## src/hdl/bpc_pkg.sv

```systemverilog
package bpc_pkg;

	// APB address width: six word registers
	localparam int AddrW = 5;

	// Register indexes (paddr[4:2])
	localparam logic [2:0] REG_SENS     = 3'd0;
	localparam logic [2:0] REG_OFFSET   = 3'd1;
	localparam logic [2:0] REG_SENS_TC  = 3'd2;
	localparam logic [2:0] REG_OFF_TC   = 3'd3;
	localparam logic [2:0] REG_REF_TEMP = 3'd4;
	localparam logic [2:0] REG_TEMP_TC  = 3'd5;

	// Compensation constants
	localparam int TEMP_REF  = 2000;   // 20.00 C
	localparam int TEMP_VLOW = -1500;  // -15.00 C
	localparam int P_MIN     = 1000;
	localparam int P_MAX     = 120000;
	localparam int TEMP_SHR  = 23;
	localparam int T2_SHR    = 31;

	localparam int OffW = 41;

	// Calibration words
	typedef struct packed {
		logic [15:0] sens;      // C1
		logic [15:0] offset;    // C2
		logic [15:0] sens_tc;   // C3
		logic [15:0] off_tc;    // C4
		logic [15:0] ref_temp;  // C5
		logic [15:0] temp_tc;   // C6
	} cal_t;

	// Fully corrected terms handed to the pressure stages
	typedef struct packed {
		logic signed [18:0]     temp;
		logic signed [OffW-1:0] off;
		logic signed [OffW-1:0] sens;
		logic [23:0]            raw_p;
	} comp_t;

endpackage

```

## src/hdl/bpc_regs.sv

```systemverilog
module bpc_regs (
	input  logic                       clk,
	input  logic                       arst_n,
	input  logic                       psel,
	input  logic                       penable,
	input  logic                       pwrite,
	input  logic [bpc_pkg::AddrW-1:0]  paddr,
	input  logic [31:0]                pwdata,
	output logic [31:0]                prdata,
	output logic                       pready,
	output bpc_pkg::cal_t              cal
);

	bpc_pkg::cal_t cal_q;
	logic          wr_en;
	logic [2:0]    idx;

	assign pready = 1'b1;
	assign wr_en  = psel && penable && pwrite;
	assign idx    = paddr[bpc_pkg::AddrW-1:2];
	assign cal    = cal_q;

	// Register writes; unknown indexes are dropped
	always_ff @(posedge clk or negedge arst_n) begin
		if (!arst_n) begin
			cal_q <= '0;
		end else if (wr_en) begin
			case (idx)
				bpc_pkg::REG_SENS:     cal_q.sens     <= pwdata[15:0];
				bpc_pkg::REG_OFFSET:   cal_q.offset   <= pwdata[15:0];
				bpc_pkg::REG_SENS_TC:  cal_q.sens_tc  <= pwdata[15:0];
				bpc_pkg::REG_OFF_TC:   cal_q.off_tc   <= pwdata[15:0];
				bpc_pkg::REG_REF_TEMP: cal_q.ref_temp <= pwdata[15:0];
				bpc_pkg::REG_TEMP_TC:  cal_q.temp_tc  <= pwdata[15:0];
				default: ;
			endcase
		end
	end

	// Read mux
	always_comb begin
		case (idx)
			bpc_pkg::REG_SENS:     prdata = {16'h0000, cal_q.sens};
			bpc_pkg::REG_OFFSET:   prdata = {16'h0000, cal_q.offset};
			bpc_pkg::REG_SENS_TC:  prdata = {16'h0000, cal_q.sens_tc};
			bpc_pkg::REG_OFF_TC:   prdata = {16'h0000, cal_q.off_tc};
			bpc_pkg::REG_REF_TEMP: prdata = {16'h0000, cal_q.ref_temp};
			bpc_pkg::REG_TEMP_TC:  prdata = {16'h0000, cal_q.temp_tc};
			default:               prdata = '0;
		endcase
	end

endmodule

```

## config.mk

```make
export PLATFORM = sky130hd
export DESIGN_NAME = bpc_regs
export DESIGN_NICKNAME = d
export VERILOG_FILES = /design/src/hdl/bpc_pkg.sv /design/src/hdl/bpc_regs.sv
export SDC_FILE = /design/constraint.sdc
export NUM_CORES = 1
export LEC_CHECK = 0
export BUFFER_PORTS_ARGS = -buffer_cell sky130_fd_sc_hd__buf_2
export CORE_MARGIN = 5
export CORE_UTILIZATION = 40
export DETAILED_ROUTE_END_ITERATION = 16
export PLACE_DENSITY = 0.76
export SYNTH_ARGS = -nofsm -noshare
export SYNTH_HDL_FRONTEND = slang
export SYNTH_SLANG_ARGS = --single-unit
```

## constraint.sdc

```tcl
create_clock -name clk -period 1.3 [get_ports clk]
set_input_delay 0.13 -clock clk [delete_from_list [all_inputs] [get_ports clk]]
set_output_delay 0.13 -clock clk [all_outputs]
set_load 0.02 [all_outputs]
```

### Word-level counts from Yosys, hierarchy flattened

Cells that the tools add are included.

* shifts and indexed selects: 0
* add/sub/neg operators: 0
* magnitude comparators: 0
* multiplexer cells: 1
* reductions and logical operators: 9
* multipliers: 0
* divide/modulo/power cells: 0
* bitwise gates (word level): 0
* equality and inequality tests: 5

Operators with widths (count)
* $pmux 16 s6: 1
* $reduce_and 2->1: 6
* $eq 3x2->1 const B: 2
* $eq 3x3->1 const B: 2
* $eq 3x1->1 const B: 1
* $logic_not 3->1: 1
* $logic_and 1x1->1: 2

* bits in latches: 0
* memories kept: 0
* logic and storage cells: 21
* bits of input ports: 42
* register bits: 96
* RAM bits: 0
* output and inout bits: 129
* memory bits (read-only): 0

### Depth between registers and ports, before layout

* depth after elaboration: 3
* mapped depth: 6
* depth with buffers taken out: 3

### Worst setup path before layout

No wires, ideal clock.

* kind: input port to output port
* start: input port paddr[4] (netlist bit)
* end: output port prdata[10]
* required time: 1170 ps
* stages: 5
* arrival: 1319 ps
* setup slack: -149 ps
* cells stage by stage: clkbuf_2 -> nor2b_1 -> clkbuf_1 -> a221oi_1 -> a31oi_1

* cells in the longest elaborated chain, start to end: 2

RTL lines
* start, declared: line bpc_regs.sv:7 `input logic [bpc_pkg::AddrW-1:0] paddr,`
* $eq 3x3->1, or another cell as far along: line bpc_regs.sv:42 `case (idx)`
* $pmux 16 s6 *: line bpc_regs.sv:42
* end, declared: line bpc_regs.sv:9 `output logic [31:0] prdata,`

Mark *: on every way between the ends. The rest lies on a longest branch, timed or not.

### Final worst setup path

* start: register cal_q (netlist bit cal[58])
* end: output port prdata[10]

* cells in the longest elaborated chain, start to end: 1

RTL lines
* start, declared: line bpc_regs.sv:14 `bpc_pkg::cal_t cal_q;`
* $pmux 16 s6: line bpc_regs.sv:42

Every way passes these cells.

==> results.yml <==
placement:
  place_congestion: 0.8563
  dp_slack_ns: -0.2395
  dp_hpwl_mm: 9.513
  numPortBuffers: 135
detailed_routing:
  antenna_left: 0
  drt-total-wl_mm: 13.42
  via_per_inst: 5.137
  num_vias: 3529
  dr.pass1.iters: 4
  drtIter0Drc: 147
  avgRoutedWirePerCell_um: 19.53
  drc: 0
worst_hold_path:
  hold_depth: 2
  hp-class: "in2reg"
  hold_path_startpoint: "pwdata[8]"
run:
  cap_viol_max_count: 0
worst_setup_path:
  cp.depth: 4
  worstSetupStartpointType: "register"
  startpoint: "cal[58]"
  required_ns: 1.17
  worst_path_largest_cell_delay_ns: 0.39
  cp_top_family: "flip-flops"
  critPathKind: "reg2out"
  cp_max_fo: 2
  reg2reg_from: "cal[73]"
  r2r_cells: 3
  crit_chain: "mux2_4, a221oi_4, a31oi_2, buf_4"
  cp_slowest_cell: "dfrtp_1"
  cp-end-kind: "output pin"
  path_buf_inv: 1
  worst_ep_arrival_time_ns: 1.52
clocking:
  clock_path_buffers: 2
  clkTransAtPathRegs_ns: 0.07
  clock_sinks: 96
  clock_latency_ns: 0.35
  root_buffer: "clkbuf_16"
  tritoncts: "done"
  numCtsBuffers: 9
  h-tree-depth: 3
grt:
  grt_pass1_vias: 3748
  grt_pass1_wl_mm: 20.64
  antenna_found_initial: 0
  grt_use_met3: 0.04165
  use_met1: 0.2446
  overflow: 0
  grt_max_degree: 97
  grt_use_total: 0.1990
  use_met2: 0.3480
  grt.busiest_layer: "met2"
status:
  status: "finished with violations"
  violations: "setup timing"
cells_and_area:
  largest_register_ff_count: 96
  final_core_util: 0.5773
  area_delta_synth_final_pct: 42.59
  fill_cells: 933
  mostFrequentLayoutCells: "120 x buf_2, 96 x dfrtp_1, 87 x mux2_2"
  layout_commonest_cell: "buf_2"
  drive_above_1_share: 0.6526
  final_nets: 581
  diodes: 0
sta:
  setup_tns_ns: -3.838
  setup_viol: 16
  period_minus_slack_ns: 1.652
  rsz0062_at_grt: "yes"
  skew_ns: 0
  hold_violations: 0
  max_clock_freq_mhz: 605.2
  finalCritPeriodShare: 1.271
  layout_setup_ws_ns: -0.3524
  slew_headroom: 0.6584
  tightestPinTransition_ns: 0.5124
  drv_slew: 0
power_and_ir_drop:
  irDropWorstVdd_mv: 1.219
  power_density_mw_per_mm2: 1520
  p_leak_nw: 3.310
logic_synthesis:
  ys.warnings.count: 0
  ys_seq_area_frac: 0.5219
  synth_ff_type: "dfrtp_1"
  synthArstFlopShare: 1.000
  synth_edf_count: 0
  synth_seq_cells: 96
  synth.distinct_cells: 30
  synth_cells: 335
  synth_area_per_cell_um2: 13.74
  synthesis.area_mm2: 0.004603
floorplanning:
  die_y_um: 117.3
  coreArea_mm2: 0.01137
  die_w_um: 117.3
  dieArea_mm2: 0.01375
  io_pins: 171
  num_rows: 39
  start_util: 0.4049
## final timing paths
kind                              end  slack (ns)
max                        prdata[10]       -0.35
min                           cal[88]        0.09
max reg2reg                   cal[73]        0.26
min reg2reg                   cal[87]        0.53
max in group asynchronous     cal[89]        0.53
min in group asynchronous     cal[19]        0.38
## metrics by stage
| stage | hold WS (ns) | power [mW] | std cells | instance area (um^2) |
|---|---|---|---|---|
| after floorplan | -0.1656 | 5.919 | 350 | 4850 |
| after global placement | 0.2152 | 7.144 | 646 | 5981 |
| after detailed placement | 0.2286 | 7.244 | 646 | 5981 |
| after CTS | 0.07828 | 9.951 | 680 | 6471 |
| after global routing | 0.08638 | 10.47 | 687 | 6564 |
| final | 0.09117 | 9.977 | 687 | 6564 |
## kinds of logic (layout without fill, tap and decap cells)
| logic type | after synthesis | count (layout) | synth area share |
|---|---|---|---|
| buffers and inverters | 38 | 232 | 0.05572 |
| DFF | 96 | 96 | 0.5219 |
| muxes | 134 | 134 | 0.3207 |
| AOI/OAI and AO/OA | 28 | 28 | 0.04730 |
| other | 2 | 17 | 0.001631 |
| and+or+nand+nor | 37 | 37 | 0.05273 |
## where the power goes
part / total (mW) / internal [mW] / switching [mW]
logic: 3.52 / 1.62 / 1.89
clock network: 2.45 / 1.30 / 1.14
registers: 4.01 / 3.57 / 0.439
total: 9.98 / 6.50 / 3.48
## layer usage
layer	vias to the layer above	wire (um)
met4	0	261
met3	20	876
li1	1607	-
met1	1786	5296
met2	116	6983
met5	-	0
## worst reg2reg max path: cells and delay by family (launching register included)
kind	cells	cell delay, ns
buffers and inverters	2	0.27
muxes	1	0.26
DFF	1	0.40
## cell usage after synthesis (all sizes together) (2+ instances only)
library cell  instances  area [um^2]
a211oi                2        15.01
nand3                 2        10.01
buf                  32        232.7
mux2                108         1216
nand2b                2        12.51
a221oi                6        52.55
nor2                 10        62.56
clkbuf                5        20.01
conb                  2        7.510
a311o                 2        20.02
a21oi                 2        10.01
or3                   6        37.54
a31oi                 6        37.54
o221ai                6        52.55
o21ai                 2        10.01
nor3                  2        32.53
nand2                12        45.04
dfrtp                96         2402
a221o                 2        20.02
mux2i                26        260.3
## area by class of cell
class,count,area [um^2],area share
sequential,96,2402,0.3660
multi-input combinational,216,2182,0.3324
timing repair buffer,215,1521,0.2318
clock buffer,10,229.0,0.03488
tap,143,178.9,0.02726
clock inverter,6,46.29,0.007053
inverter,1,3.754,0.0005719
## what timing repair did
action	in CTS	in global routing
hold endpoints to repair	96	0
cloned	0	0
buffers inserted	17	7
hold buffers	1	0
endpoints found under the setup margin	16	16
pin swaps	1	1
gates resized for setup	22	10
Note: power is estimated with default switching activity, not from simulation.
