[src/hdl/bpc_pkg.sv]
package bpc_pkg;

	// APB address width: six word registers
	localparam int AddrW = 5;

	// Register indexes (paddr[4:2])
	localparam logic [2:0] REG_SENS     = 3'd0;
	localparam logic [2:0] REG_OFFSET   = 3'd1;
	localparam logic [2:0] REG_SENS_TC  = 3'd2;
	localparam logic [2:0] REG_OFF_TC   = 3'd3;
	localparam logic [2:0] REG_REF_TEMP = 3'd4;
	localparam logic [2:0] REG_TEMP_TC  = 3'd5;

	// Compensation constants
	localparam int TEMP_REF  = 2000;   // 20.00 C
	localparam int TEMP_VLOW = -1500;  // -15.00 C
	localparam int P_MIN     = 1000;
	localparam int P_MAX     = 120000;
	localparam int TEMP_SHR  = 23;
	localparam int T2_SHR    = 31;

	localparam int OffW = 41;

	// Calibration words
	typedef struct packed {
		logic [15:0] sens;      // C1
		logic [15:0] offset;    // C2
		logic [15:0] sens_tc;   // C3
		logic [15:0] off_tc;    // C4
		logic [15:0] ref_temp;  // C5
		logic [15:0] temp_tc;   // C6
	} cal_t;

	// Fully corrected terms handed to the pressure stages
	typedef struct packed {
		logic signed [18:0]     temp;
		logic signed [OffW-1:0] off;
		logic signed [OffW-1:0] sens;
		logic [23:0]            raw_p;
	} comp_t;

endpackage

[src/hdl/bpc_ifs.sv]


// Compensated result channel
interface bpc_out_if;
	logic               valid;
	logic               ready;
	logic signed [18:0] temperature;
	logic [31:0]        pressure;
	logic               out_of_range;

	modport source(output valid, output temperature, output pressure, output out_of_range,
		input ready);
	modport sink(input valid, input temperature, input pressure, input out_of_range,
		output ready);
endinterface

[src/hdl/bpc_pres_pipe.sv]
// Stages 7..10: P = ((D1 * SENS >> 21) - OFF) >> 15, range flag, output register.
module bpc_pres_pipe (
	input  logic           clk,
	input  logic           arst_n,
	input  logic           in_valid,
	output logic           in_ready,
	input  bpc_pkg::comp_t in_data,
	bpc_out_if.source      result
);

	localparam int NumStg = 4;
	localparam int OffW   = bpc_pkg::OffW;

	logic [NumStg-1:0] vld_q;
	logic [NumStg-1:0] en;
	logic [NumStg-1:0] vld_in;

	always_comb begin
		en[NumStg-1] = !vld_q[NumStg-1] || result.ready;
		for (int k = NumStg - 2; k >= 0; k--) begin
			en[k] = !vld_q[k] || en[k+1];
		end
	end

	assign vld_in       = {vld_q[NumStg-2:0], in_valid};
	assign in_ready     = en[0];
	assign result.valid = vld_q[NumStg-1];

	always_ff @(posedge clk or negedge arst_n) begin
		if (!arst_n) begin
			vld_q <= '0;
		end else begin
			for (int k = 0; k < NumStg; k++) begin
				if (en[k]) vld_q[k] <= vld_in[k];
			end
		end
	end

	// S7: D1 * SENS split into two partial products on SENS
	logic [43:0]            lo_s7;
	logic signed [45:0]     hi_s7;
	logic signed [OffW-1:0] off_s7;
	logic signed [18:0]     temp_s7;
	always_ff @(posedge clk) begin
		if (en[0]) begin
			lo_s7   <= in_data.raw_p * in_data.sens[19:0];
			hi_s7   <= $signed({1'b0, in_data.raw_p}) * $signed(in_data.sens[OffW-1:20]);
			off_s7  <= in_data.off;
			temp_s7 <= in_data.temp;
		end
	end

	// S8: recombine the full product
	logic signed [65:0]     prod_s8;
	logic signed [OffW-1:0] off_s8;
	logic signed [18:0]     temp_s8;
	always_ff @(posedge clk) begin
		if (en[1]) begin
			prod_s8 <= $signed(({{20{hi_s7[45]}}, hi_s7} << 20) + {22'h0, lo_s7});
			off_s8  <= off_s7;
			temp_s8 <= temp_s7;
		end
	end

	// S9: subtract OFF, floor shift by 15, keep low 32 bits
	logic signed [47:0] q_c;
	assign q_c = $signed({{3{prod_s8[65]}}, prod_s8[65:21]}) -
		$signed({{(48-OffW){off_s8[OffW-1]}}, off_s8});

	logic [31:0]        pres_s9;
	logic signed [18:0] temp_s9;
	always_ff @(posedge clk) begin
		if (en[2]) begin
			pres_s9 <= q_c[46:15];
			temp_s9 <= temp_s8;
		end
	end

	// S10: output register with range flag
	always_ff @(posedge clk) begin
		if (en[3]) begin
			result.pressure     <= pres_s9;
			result.temperature  <= temp_s9;
			result.out_of_range <= (pres_s9 < 32'(bpc_pkg::P_MIN)) ||
				(pres_s9 > 32'(bpc_pkg::P_MAX));
		end
	end

endmodule

[src/flat_wrapper.sv]
// flat-port wrapper written by rule: the top's interface ports become plain ports
module bpc_pres_pipe_flat 
  (clk, arst_n, in_valid, in_ready, in_data, result_valid, result_temperature, result_pressure, result_out_of_range, result_ready);
  bpc_out_if result_i ();
  input  logic clk;
  input  logic arst_n;
  input  logic in_valid;
  output logic in_ready;
  input  bpc_pkg::comp_t in_data;
  output wire logic [$bits(result_i.valid)-1:0] result_valid;
  output wire logic [$bits(result_i.temperature)-1:0] result_temperature;
  output wire logic [$bits(result_i.pressure)-1:0] result_pressure;
  output wire logic [$bits(result_i.out_of_range)-1:0] result_out_of_range;
  input wire logic [$bits(result_i.ready)-1:0] result_ready;
  assign result_valid = result_i.valid;
  assign result_temperature = result_i.temperature;
  assign result_pressure = result_i.pressure;
  assign result_out_of_range = result_i.out_of_range;
  assign result_i.ready = result_ready;
  bpc_pres_pipe u_core (.clk(clk), .arst_n(arst_n), .in_valid(in_valid), .in_ready(in_ready), .in_data(in_data), .result(result_i));
endmodule
[config.mk]
export PLATFORM = sky130hd
export DESIGN_NAME = bpc_pres_pipe_flat
export DESIGN_NICKNAME = d
export VERILOG_FILES = /design/src/hdl/bpc_pkg.sv /design/src/hdl/bpc_ifs.sv /design/src/hdl/bpc_pres_pipe.sv /design/src/flat_wrapper.sv
export SDC_FILE = /design/constraint.sdc
export NUM_CORES = 2
export LEC_CHECK = 0
export BUFFER_PORTS_ARGS = -buffer_cell sky130_fd_sc_hd__buf_2
export CAP_MARGIN = 20
export CORE_ASPECT_RATIO = 1.5
export CORE_MARGIN = 5
export CORE_UTILIZATION = 60
export DETAILED_ROUTE_END_ITERATION = 7
export PLACE_DENSITY = 0.78
export SLEW_MARGIN = 25
export SYNTH_ARGS = -nofsm -noshare
export SYNTH_HDL_FRONTEND = slang
export SYNTH_SLANG_ARGS = --single-unit
[constraint.sdc]
create_clock -name clk -period 8.2 [get_ports clk]
set_input_delay 0.41 -clock clk [delete_from_list [all_inputs] [get_ports clk]]
set_output_delay 0.41 -clock clk [all_outputs]
set_load 0.01 [all_outputs]
# == Word level (Yosys, flattened, before mapping) ==
# Cells that the tools add are included.
# totals
ff_bits,383
word_cells,31
# classes
order_cmp,2
n_addsub,2
multipliers,2
n_reduce_logical,9
# ops
op,count
$add A66 B44 Y66,1
$mul A25 B21 Y46,1
$sub A45 B41 Y46,1
$mul A24 B20 Y44,1
$gt A32 B17 Y1 const B,1
$lt A32 B10 Y1 const B,1
$logic_or A1 B1 Y1,5
$logic_not A1 Y1,4

# == Logic depth before layout (Yosys ltp) ==
# logic_depth
depth_word,5
depth_mapped,29
depth_no_buf,27

# == Least setup slack after synthesis ==
# OpenSTA, ideal clock, no wires.
# synth_path
kind,input port to flip-flop
startpoint,input port in_data[35] in the netlist's numbering
endpoint,"register u_core.lo_s7[42], data pin"
t_arrival_ns,6.688
required_ns,7.942
stages,26
setup_slack_ns,1.254
setup_time_ns,0.258
path_cell_list,clkbuf_1 nand2_1 fa_1 inv_1 fa_1 inv_1 fa_1 inv_1 fa_1 fa_1 fa_1 inv_1 fa_1 inv_1 ha_1 a21o_1 a2111o_1 a211oi_2 o32a_1 o31ai_2 o21ai_2 a31oi_2 a31oi_4 o211ai_2 a21oi_1 xnor2_1
# synth_via
elab_chain_len,1
# synth_lines
element,line_no,text
start: declaration,flat_wrapper.sv:9,input bpc_pkg::comp_t in_data;
$mul A24 B20 Y44,bpc_pres_pipe.sv:46,lo_s7 <= in_data.raw_p * in_data.sens[19:0];
end signal: assignment,bpc_pres_pipe.sv:46,
end: declaration,bpc_pres_pipe.sv:40,logic [43:0] lo_s7;
# No other way between the ends.
# A chain may end at the register's enable or synchronous reset.

# == Worst setup path in the final report ==
# layout_path
startpoint,input port in_data[8] in the netlist's numbering
endpoint,"register u_core.hi_s7[45], data pin"
# layout_via
elab_chain_len,1
# layout_lines
element,line_no,text
$mul A25 B21 Y46,bpc_pres_pipe.sv:47,"hi_s7 <= $signed({1'b0, in_data.raw_p}) * $signed(in_data.sens[OffW-1:20]);"
end signal: assignment,bpc_pres_pipe.sv:47,
end: declaration,bpc_pres_pipe.sv:41,logic signed [45:0] hi_s7;
# No other way between the ends.

==> reports/results.ini <==
[run_status]
status = completed

[placement]
gp_congestion = 0.930
port_buffers = 182
post-dp-hpwl_microns = 89700

[logic_synthesis]
yosysWarnings = 0
syn_nets = 5902
synth-edff-count = 336
ys_ff_latch = 340
syn_avg_cell_area_sq_um = 10.1
syn_area_sq_um = 46000
ys.flop_type = edfxtp_1
synth_top_cell_area_share_pct = 35.2
synth-seq-area-share_pct = 22.2
async_flop_share_pct = 1.18
synth.distinct_cells = 72
syn_inst = 4563
yosys.area.top_type = fa_1
synth.area.top_cells = fa_1 (35%), edfxtp_1 (22%), ha_1 (11%), inv_1 (8.1%), and2_1 (5.7%)

[final_layout]
layout.nets = 6016
fill_cells = 5946
final_layout_size_suffix_gt1_share_pct = 7.21
syn_to_final_growth_pct = 7.32

[detailed_routing]
drt-total-wl_microns = 112000
vias_per_cell = 5.61
antenna_left = 0
wl_per_cell_microns = 19.6
num_vias = 32072
drtIter0Drc = 1926
drc = 0
dr.pass1.iters = 7

[grt]
grt.total_usage_pct = 27.7
grt_busiest_layer = met2
use_met1_pct = 30.9
overflow = 0
grtUsageMet2_pct = 51.5
grt_pass1_wl_microns = 183000
grt_pass1_vias = 35785
gr-usage-met3_pct = 3.62
grt_max_degree = 73
antenna_found_initial = 10

[flow_run]
max-cap-violations = 0

[clock_tree]
ctsLongestPathBuffers = 3
htree_num_levels = 1
cts-resized-gates = 0
cts_tree = yes
clock_sinks = 340
insertion_delay_ns = 0.58
clk_pin_slew_ns = 0.06
root_buffer = clkbuf_16
cts_inserted_buffers = 31

[timing]
final.min_clock_period_ns = 7.48
min_period_over_period_pct = 91.2
slew_violations = 0
tns_ns = 0
setup_viol = 0
finClkSkew_ns = 0.0279
fmax_ghz = 0.134
finalHoldViolCount = 0
rsz0062_at_grt = no
relSlewSlack_pct = 39.5
tightest_slew_ns = 0.907

[die]
die_height_microns = 349
start_util_pct = 60.4
num_rows = 124
core_area_sq_um = 76200
die_area_sq_um = 82400
die_x_microns = 236
ios = 183

[critical_path]
crit_path_frequent_cell = fa_1
cp.required_ns = 8.53
start_kind = input port
cp.arrival_ns = 7.80
critical_path.max_stage_delay_ns = 0.57
slowest_stage = buf_2
worstSetupPathType = in2reg
crit_fanout = 26
ff2ff_setup_slack_ns = 4.50
critPathCaptureType = register

[worst_hold_path]
holdCritPathClass = in2reg

[what timing repair did]
action	4_1_cts	5_1_grt
setup buffers	0	0
hold buffers	23	0
endpoints found under the hold margin	26	0
[kinds of logic (layout without fill, tap and decap cells)]
family	Yosys count	after routing	synth area share (%)
AO/OA/AOI/OAI	389	389	5.64
XOR/XNOR	133	133	2.53
adder cells (fa/ha/maj)	1210	1210	46.1
buffers and inverters	1194	1333	9.76
flip-flops	340	340	22.2
multiplexers	1	1	0.0218
other	0	6	0
AND/OR/NAND/NOR	1296	1296	13.8
[sequential cells by signal, indices dropped and copies added, names as in the netlist]
register and flops:
u_core.hi_s7 46, u_core.lo_s7 24, u_core.off_s7 41, u_core.off_s8 41, u_core.pres_s9 31, u_core.prod_s8 45, u_core.result.out_of_range 1, u_core.result.pressure 31
u_core.result.temperature 19, u_core.temp_s7 19, u_core.temp_s8 19, u_core.temp_s9 19, u_core.vld_q 4
[layout make-up]
cell class	count	area (sq um)	share of cell area, %
Antenna cell	6	15.0	0.0304
Clock buffer	33	783	1.59
Clock inverter	25	243	0.492
Inverter	994	3730	7.56
Multi-Input combinational cell	3029	31300	63.5
Sequential cell	340	10200	20.6
Tap cell	1008	1260	2.56
Timing Repair Buffer	281	1800	3.64
[worst max-delay path: cells and delay by family]
| kind | cells | cell delay, ns |
|---|---|---|
| adders and majority gates | 8 | 3.64 |
| AOI/OAI and AO/OA | 10 | 2.30 |
| buffers and inverters | 5 | 1.16 |
| and+or+nand+nor | 1 | 0.16 |
| xor gates and xnor gates | 1 | 0.10 |
[final timing paths]
check / startpoint / endpoint / cells past startpoint
worst max-delay path: in_data[8] / u_core.hi_s7[45] / 25
worst min register to register: u_core.temp_s8[13] / u_core.temp_s9[13] / 0
worst max register to register: u_core.hi_s7[1] / u_core.prod_s8[58] / 13
min in group asynchronous: arst_n / u_core.vld_q[0] / 2
max in group asynchronous: arst_n / u_core.vld_q[1] / 2
worst min-delay path: in_data[100] / u_core.off_s7[35] / 1
[cells in the final DEF (no fill, tap or decap), types with 20 or more instances in the layout]
master         count
nand2_1          609
nand4_1           22
clkbuf_16         31
a21o_1            80
inv_1            993
and2_1           420
fa_1             808
nand2b_1          25
dlygate4sd3_1     23
buf_4             69
nor2_1            76
ha_1             402
buf_2            182
xnor2_1           91
nand3_1           43
a21oi_1          117
o21ai_0           65
xor2_1            42
nor3_1            20
edfxtp_1         336
nor2b_1           35
[metrics by stage]
step	util [%]	hold WS, ns	instances	worst slack [ns]	area, sq um
after floorplan	-	0.114	4563	1.25	46000
after global placement	63.1	0.215	5629	0.383	48100
after detailed placement	63.1	0.216	5629	0.269	48100
after CTS	64.8	0.0000860	5710	0.868	49300
after global routing	64.8	0.0112	5711	0.504	49300
final	64.8	0.0231	5716	0.724	49400
[cells in the mapped netlist, types with 3 or more instances]
cell type  count
o21bai_1      18
edfxtp_1     336
a31o_2         4
o41ai_1        4
o31ai_1        6
o21a_1        11
a21oi_1      117
nand4_1       22
o21ai_1        6
o21ai_0       65
fa_1         808
and4_1         4
clkbuf_1     197
nor3_1        20
dfrtp_1        4
nor2_1        76
a211o_1        3
o211ai_1       4
nor3b_1        3
nand2b_1      25
o31a_1         3
a211oi_1      11
nor4_1        12
inv_1        994
and3_1        13
or2_2          4
xor2_1        42
nand3_1       44
a2111oi_0      3
a21o_1        80
and2_1       420
a31oi_1       15
ha_1         402
nand2_1      610
nor2b_1       35
a21boi_0       4
a221oi_1       3
xnor2_1       91
[routing by layer]
layer / wire [microns] / part of all wire, %
met2: 58700 / 52
met4: 7680 / 6.9
met1: 38600 / 34
met3: 6980 / 6.2
met5: 71 / 0.063
Power is not shown: default switching activity piles up to over one toggle a cycle in this logic, so the estimate is an artifact.
